## config.mk

```make
export PLATFORM = sky130hd
export DESIGN_NAME = cra_ctrl
export DESIGN_NICKNAME = d
export VERILOG_FILES = /design/src/hw/rtl/cra_pkg.sv /design/src/hw/rtl/cra_ctrl.sv
export SDC_FILE = /design/constraint.sdc
export NUM_CORES = 1
export LEC_CHECK = 0
export ABC_AREA = 1
export BUFFER_PORTS_ARGS = -buffer_cell sky130_fd_sc_hd__buf_2
export CAP_MARGIN = 20
export CORE_AREA = 2 2 39 41
export DETAILED_ROUTE_END_ITERATION = 7
export DIE_AREA = 0 0 41 43
export GPL_TIMING_DRIVEN = 0
export PLACE_DENSITY_LB_ADDON = 0.1
export SLEW_MARGIN = 0
export SYNTH_ARGS = -nofsm -noshare
export SYNTH_HDL_FRONTEND = slang
export SYNTH_SLANG_ARGS = --single-unit
```

## constraint.sdc

```tcl
create_clock -name clk -period 0.8 [get_ports clk]
set_input_delay 0.16 -clock clk [delete_from_list [all_inputs] [get_ports clk]]
set_output_delay 0.16 -clock clk [all_outputs]
set_load 0.1 [all_outputs]
```

## src/hw/rtl/cra_pkg.sv

```systemverilog
// Shared constants, codes, command/status structs and helpers for the cell allocator.
package cra_pkg;

  // Sizing
  localparam int NUM_CELLS  = 4095;
  localparam int COUNT_BITS = 16;
  localparam int IDX_W      = 12;
  localparam int DEPTH      = 1 << IDX_W;
  localparam int FUNC_W     = 3;
  localparam int TAG_W      = 4;
  localparam int STATUS_W   = 3;
  localparam int REFC_W     = 16;
  localparam int CFG_AW     = 3;
  localparam int CFG_DW     = 32;

  // Operation codes
  localparam logic [FUNC_W-1:0] FN_ALLOC   = 3'd0;
  localparam logic [FUNC_W-1:0] FN_FREE    = 3'd1;
  localparam logic [FUNC_W-1:0] FN_RETAIN  = 3'd2;
  localparam logic [FUNC_W-1:0] FN_RELEASE = 3'd3;
  localparam logic [FUNC_W-1:0] FN_DELETE  = 3'd4;

  // Status codes
  localparam logic [STATUS_W-1:0] ST_OK      = 3'd0;
  localparam logic [STATUS_W-1:0] ST_OOM     = 3'd1;
  localparam logic [STATUS_W-1:0] ST_RC_ERR  = 3'd2;
  localparam logic [STATUS_W-1:0] ST_NOT_ALC = 3'd3;
  localparam logic [STATUS_W-1:0] ST_IGNORED = 3'd4;

  // Type tags
  localparam logic [TAG_W-1:0] TAG_FIRST_REF = 4'd3;
  localparam logic [TAG_W-1:0] TAG_HASH_PAIR = 4'd7;

  // Register indexes
  localparam logic REG_TOTAL_CELLS = 1'b0;

  localparam logic [IDX_W-1:0]      IDX_NULL  = '0;
  localparam logic [IDX_W-1:0]      IDX_FIRST = IDX_W'(1);
  localparam logic [IDX_W-1:0]      IDX_MAX   = '1;
  localparam logic [COUNT_BITS-1:0] CNT_MAX   = '1;
  localparam logic [COUNT_BITS-1:0] CNT_ONE   = COUNT_BITS'(1);

  // Controller to datapath commands
  typedef struct packed {
    logic init;   // restart list, heap use and count clearing
    logic clear;  // one clearing step
    logic issue;  // capture a beat and launch table reads
    logic exec;   // resolve the operation, write back, drive result
  } ctrl_cmd_t;

  // Datapath to controller status
  typedef struct packed {
    logic clear_last;
  } dp_status_t;

  // Register value limited to the cells the tables can hold
  function automatic logic [IDX_W-1:0] clamp_total(input logic [IDX_W-1:0] v);
    logic [IDX_W-1:0] res;
    res = v;
    if (int'(v) > NUM_CELLS) res = IDX_W'(NUM_CELLS);
    return res;
  endfunction

endpackage

```

## src/hw/rtl/cra_ctrl.sv

```systemverilog
// Controller state machine: clearing pass, idle, and one execute step per beat.
module cra_ctrl (
  input  logic                clk,
  input  logic                rst_n,
  input  logic                start,
  input  logic                cfg_wr,
  input  cra_pkg::dp_status_t sts,
  output cra_pkg::ctrl_cmd_t  cmd,
  output logic                busy
);

  typedef enum logic [1:0] {
    S_CLEAR,
    S_IDLE,
    S_EXEC
  } state_t;

  state_t state_r, state_nxt;
  logic   busy_r, busy_nxt;

  // Next state
  always_comb begin
    state_nxt = state_r;
    unique case (state_r)
      S_CLEAR: if (sts.clear_last) state_nxt = S_IDLE;
      S_IDLE:  if (start)          state_nxt = S_EXEC;
      S_EXEC:                      state_nxt = S_IDLE;
      default:                     state_nxt = S_CLEAR;
    endcase
    if (cfg_wr) state_nxt = S_CLEAR;
    busy_nxt = (state_nxt != S_IDLE);
  end

  always_ff @(posedge clk) begin
    if (!rst_n) begin
      state_r <= S_CLEAR;
      busy_r  <= 1'b1;
    end else begin
      state_r <= state_nxt;
      busy_r  <= busy_nxt;
    end
  end

  // Commands
  assign cmd.init  = cfg_wr;
  assign cmd.clear = (state_r == S_CLEAR);
  assign cmd.issue = start && !busy_r;
  assign cmd.exec  = (state_r == S_EXEC);
  assign busy      = busy_r;

`ifndef SYNTH
  a_init_busy: assert property (@(posedge clk) disable iff (!rst_n)
    cfg_wr |=> busy_r && state_r == S_CLEAR)
    else $error("config write did not start a clearing pass");

  a_exec_after_issue: assert property (@(posedge clk) disable iff (!rst_n)
    cmd.issue && !cfg_wr |=> state_r == S_EXEC)
    else $error("accepted beat did not reach execute");

  a_busy_tracks_state: assert property (@(posedge clk) disable iff (!rst_n)
    busy_r == (state_r != S_IDLE))
    else $error("busy does not match the controller state");
`endif

endmodule

```

# Yosys cells after proc, flatten, opt, wreduce, memory -nomap -nowiden
# Cells that the tools add are included.
dict set report word_totals {
  regBits 3
  latch_bits 0
  ram_bits 0
  romBits 0
  out_inout_bits 5
  elab_cells 12
  mem_count 0
}
dict set report op_classes {
  n_addsub 0
  n_mul 0
  div 0
  magnitude_cmp 0
  n_eq_ne 3
  n_shift 0
  mux 4
  bitwise 0
  n_reduce_logical 3
}
# cell count
set ops {}
lappend ops {{2-to-1 mux 2 bit} 3}
lappend ops {{one-hot mux 2 bit (3 select lines)} 1}
lappend ops {{== test 2 x 1 -> 1 bit, second input constant} 1}
lappend ops {{== test 2 bit, second input constant} 1}
lappend ops {{zero test 2 bit} 1}
lappend ops {{inequality test 2 x 1 -> 1 bit, second input constant} 1}
lappend ops {{logical AND 1 bit} 1}
lappend ops {{zero test 1 bit} 1}

# Depth between registers and ports, before layout
dict set report logic_depth {
  word_depth 4
  depth_mapped 4
  depth_no_buf 4
}

# Worst setup path after synthesis
# No wires, ideal clock.
dict set report synth_path {
  path_kind {reg2out}
  startpoint {reg busy_r, in the netlist busy}
  endpoint {out cmd[1] (netlist name)}
  arrival_ps 2047
  slack_ps -1407
  stages_incl_launch_ff 2
  path_cell_list {dfxtp_1 nor2_1}
}
# element line
set synth_lines {}
lappend synth_lines {{start: declaration} cra_ctrl.sv:19} ;# logic busy_r, busy_nxt;
lappend synth_lines {{start signal: assignment} cra_ctrl.sv:40} ;# busy_r <= busy_nxt;
lappend synth_lines {{end: declaration} cra_ctrl.sv:8} ;# output cra_pkg::ctrl_cmd_t cmd,

==> metrics <==
Startpoint Class flop; Root Buffer clkbuf_4; row cnt 14; clock slew at reported path FFs 40 ps; Max FO, Critical Path 4; Tightest Pin Transition 201 ps; failing checks negative setup slack; vias in the first global route 190; Setup Skew 4.73 ps; Yosys reg bits 3; largest net degree at the start of global routing 5; max-capacitance violation count 0; Final Critical Period 1080 ps; Clock H-tree levels 1; Mapped Nets 27; routed vias/inst 3.55; all-layer global routing usage 0.0581; io pins 10; ratio of cells with drive above 1 in the final layout 0.676; Crit Path Class reg2out; Register Area 71.3 sq um; YS warnings 0; Clock Sinks 3; Worst R2R Setup Slack -60 ps; arrival time worst endpoint 920 ps; Core Area 1380 sq um; worst setup margin -276 ps; first-pass iteration count of the detailed router 4; DRC 0; Detailed Place HPWL 286 um; Multi-input gate area 87.6 sq um; global-route wire length before repair 627 um; final slew viol count 0; clock buffer depth 2; Mapped Area 149 sq um; Synth area leaders dfxtp_1, nand3_1, inv_1; Vert. Die Dim 43 um; final worst-path cycle share 1.34; Final Util 0.260; unrepaired setup endpoints after global routing true; post-synth top area share 0.403; Vias 188; Hold Slack 117 ps; outcome complete, but fails checks; Slew HR 0.866; routed length per instance 7.47 um; Peak VDD IR 0.000646 V; Final nets 43; CTS tree done; endpoints failing hold 0; Critical Path End Type output pin; CTS Buf Count 3; Die Wd 41 um; die area 1760 sq um; Clock Latency Late Sink 230 ps; Layout area overhead 142%; Netlist cell types 11; initial DRC count 20; initial core utilization 0.108; fillcell total 150; # setup viols final 6; post-synthesis instance total 22; area leader, netlist dfxtp_1; final wirelength 396 um; Hold Crit Class in2reg; initial antenna violation count 0; leakage 0.162 nW; Seq/Total Area, Yosys 0.403; Req. time, crit path 640 ps; GRT Residual Overflow 0; placer congestion estimate 0.730; Synth Area per Inst 6.77 sq um; Max Clk Rate 929 MHz; pwr/cell area 1650 nW/um^2; post-route ant nets 0; I/O Buffers 9; antenna diode count 0
==> cell usage in the layout, fill, tap and decap left out <==
cell type	count
nand2_4	1
buf_2	4
buf_6	1
nor3_1	1
inv_1	3
buf_12	4
nand3_1	3
buf_4	3
clkbuf_1	1
nor2_4	3
nor2_1	1
inv_2	1
dfxtp_4	3
inv_4	1
nor2_2	1
o21ai_0	1
clkbuf_4	3
nand2_1	2
==> report_power, final <==
group          switching [mW]  internal [mW]  total [mW]  leakage [nW]
clock                  0.0762          0.187       0.263        0.0150
sequential            0.00986          0.150       0.160        0.0260
combinational           0.110         0.0624       0.173         0.121
total                   0.196          0.400       0.596         0.162
==> synth_stat cells (all sizes together) <==
library cell	instances
buf	1
dfxtp	3
inv	5
nand2	3
nand3	3
nor2	5
nor3	1
o21ai	1
==> final cells by class <==
cell class              instances  area share
repair buffers                 11       0.351
inverters                       5      0.0590
clock buffers                   4      0.0729
multi-input cells              13       0.243
plain buffers                   1      0.0208
flip-flops and latches          3       0.198
well taps                      16      0.0556
==> what timing repair did <==
item	CTS	global route
gates cloned	0	0
resized for setup	22	1
setup endpoints to repair	5	8
pin swaps	2	1
hold buffers	0	0
buffers inserted	2	0
==> worst max-delay path: stages, from the launching register on <==
cell and delay (ps):
dfxtp_4 370, inv_4 40, nor2_4 90, buf_12 180
==> layer usage <==
layer / global-route usage / part of all wire / vias to the layer above
met4: 0.0400 / 0 / 0
met5: 0 / 0 / -
met2: 0.0813 / 0.54 / 9
met3: 0.0471 / 0.098 / 0
li1: - / - / 94
met1: 0.0543 / 0.36 / 85
==> registers in the layout (all words and copies together), names as in the netlist <==
signal and flops:
state_r 2, busy 1
==> cell families (layout without fill, tap and decap cells) <==
kind of cell | after synthesis | in the layout | synth area share
and+or+nand+nor | 12 | 12 | 0.387
buffers and inverters | 6 | 21 | 0.176
AOI/OAI and AO/OA | 1 | 1 | 0.0336
DFF | 3 | 3 | 0.403
==> final timing paths <==
kind | startpoint | end | cells after the start
hold / removal | cfg_wr | state_r[1] | 2
setup / recovery | state_r[1] | cmd[0] | 3
setup reg to reg | state_r[1] | state_r[0] | 5
hold reg to reg | state_r[1] | busy | 2
==> metrics by stage <==
step	instance area, sq um	power [mW]	worst slack, ps	std cells	setup TNS (ps)
final	360	0.596	-276	53	-950
after detailed placement	240	0.297	-307	47	-992
after global placement	240	0.298	-312	47	-1000
after floorplan	175	0.272	-369	22	-1460
after CTS	357	0.611	-289	53	-991
after global routing	360	0.631	-311	53	-1190
No activity file was read; power rests on OpenSTA's default activity.
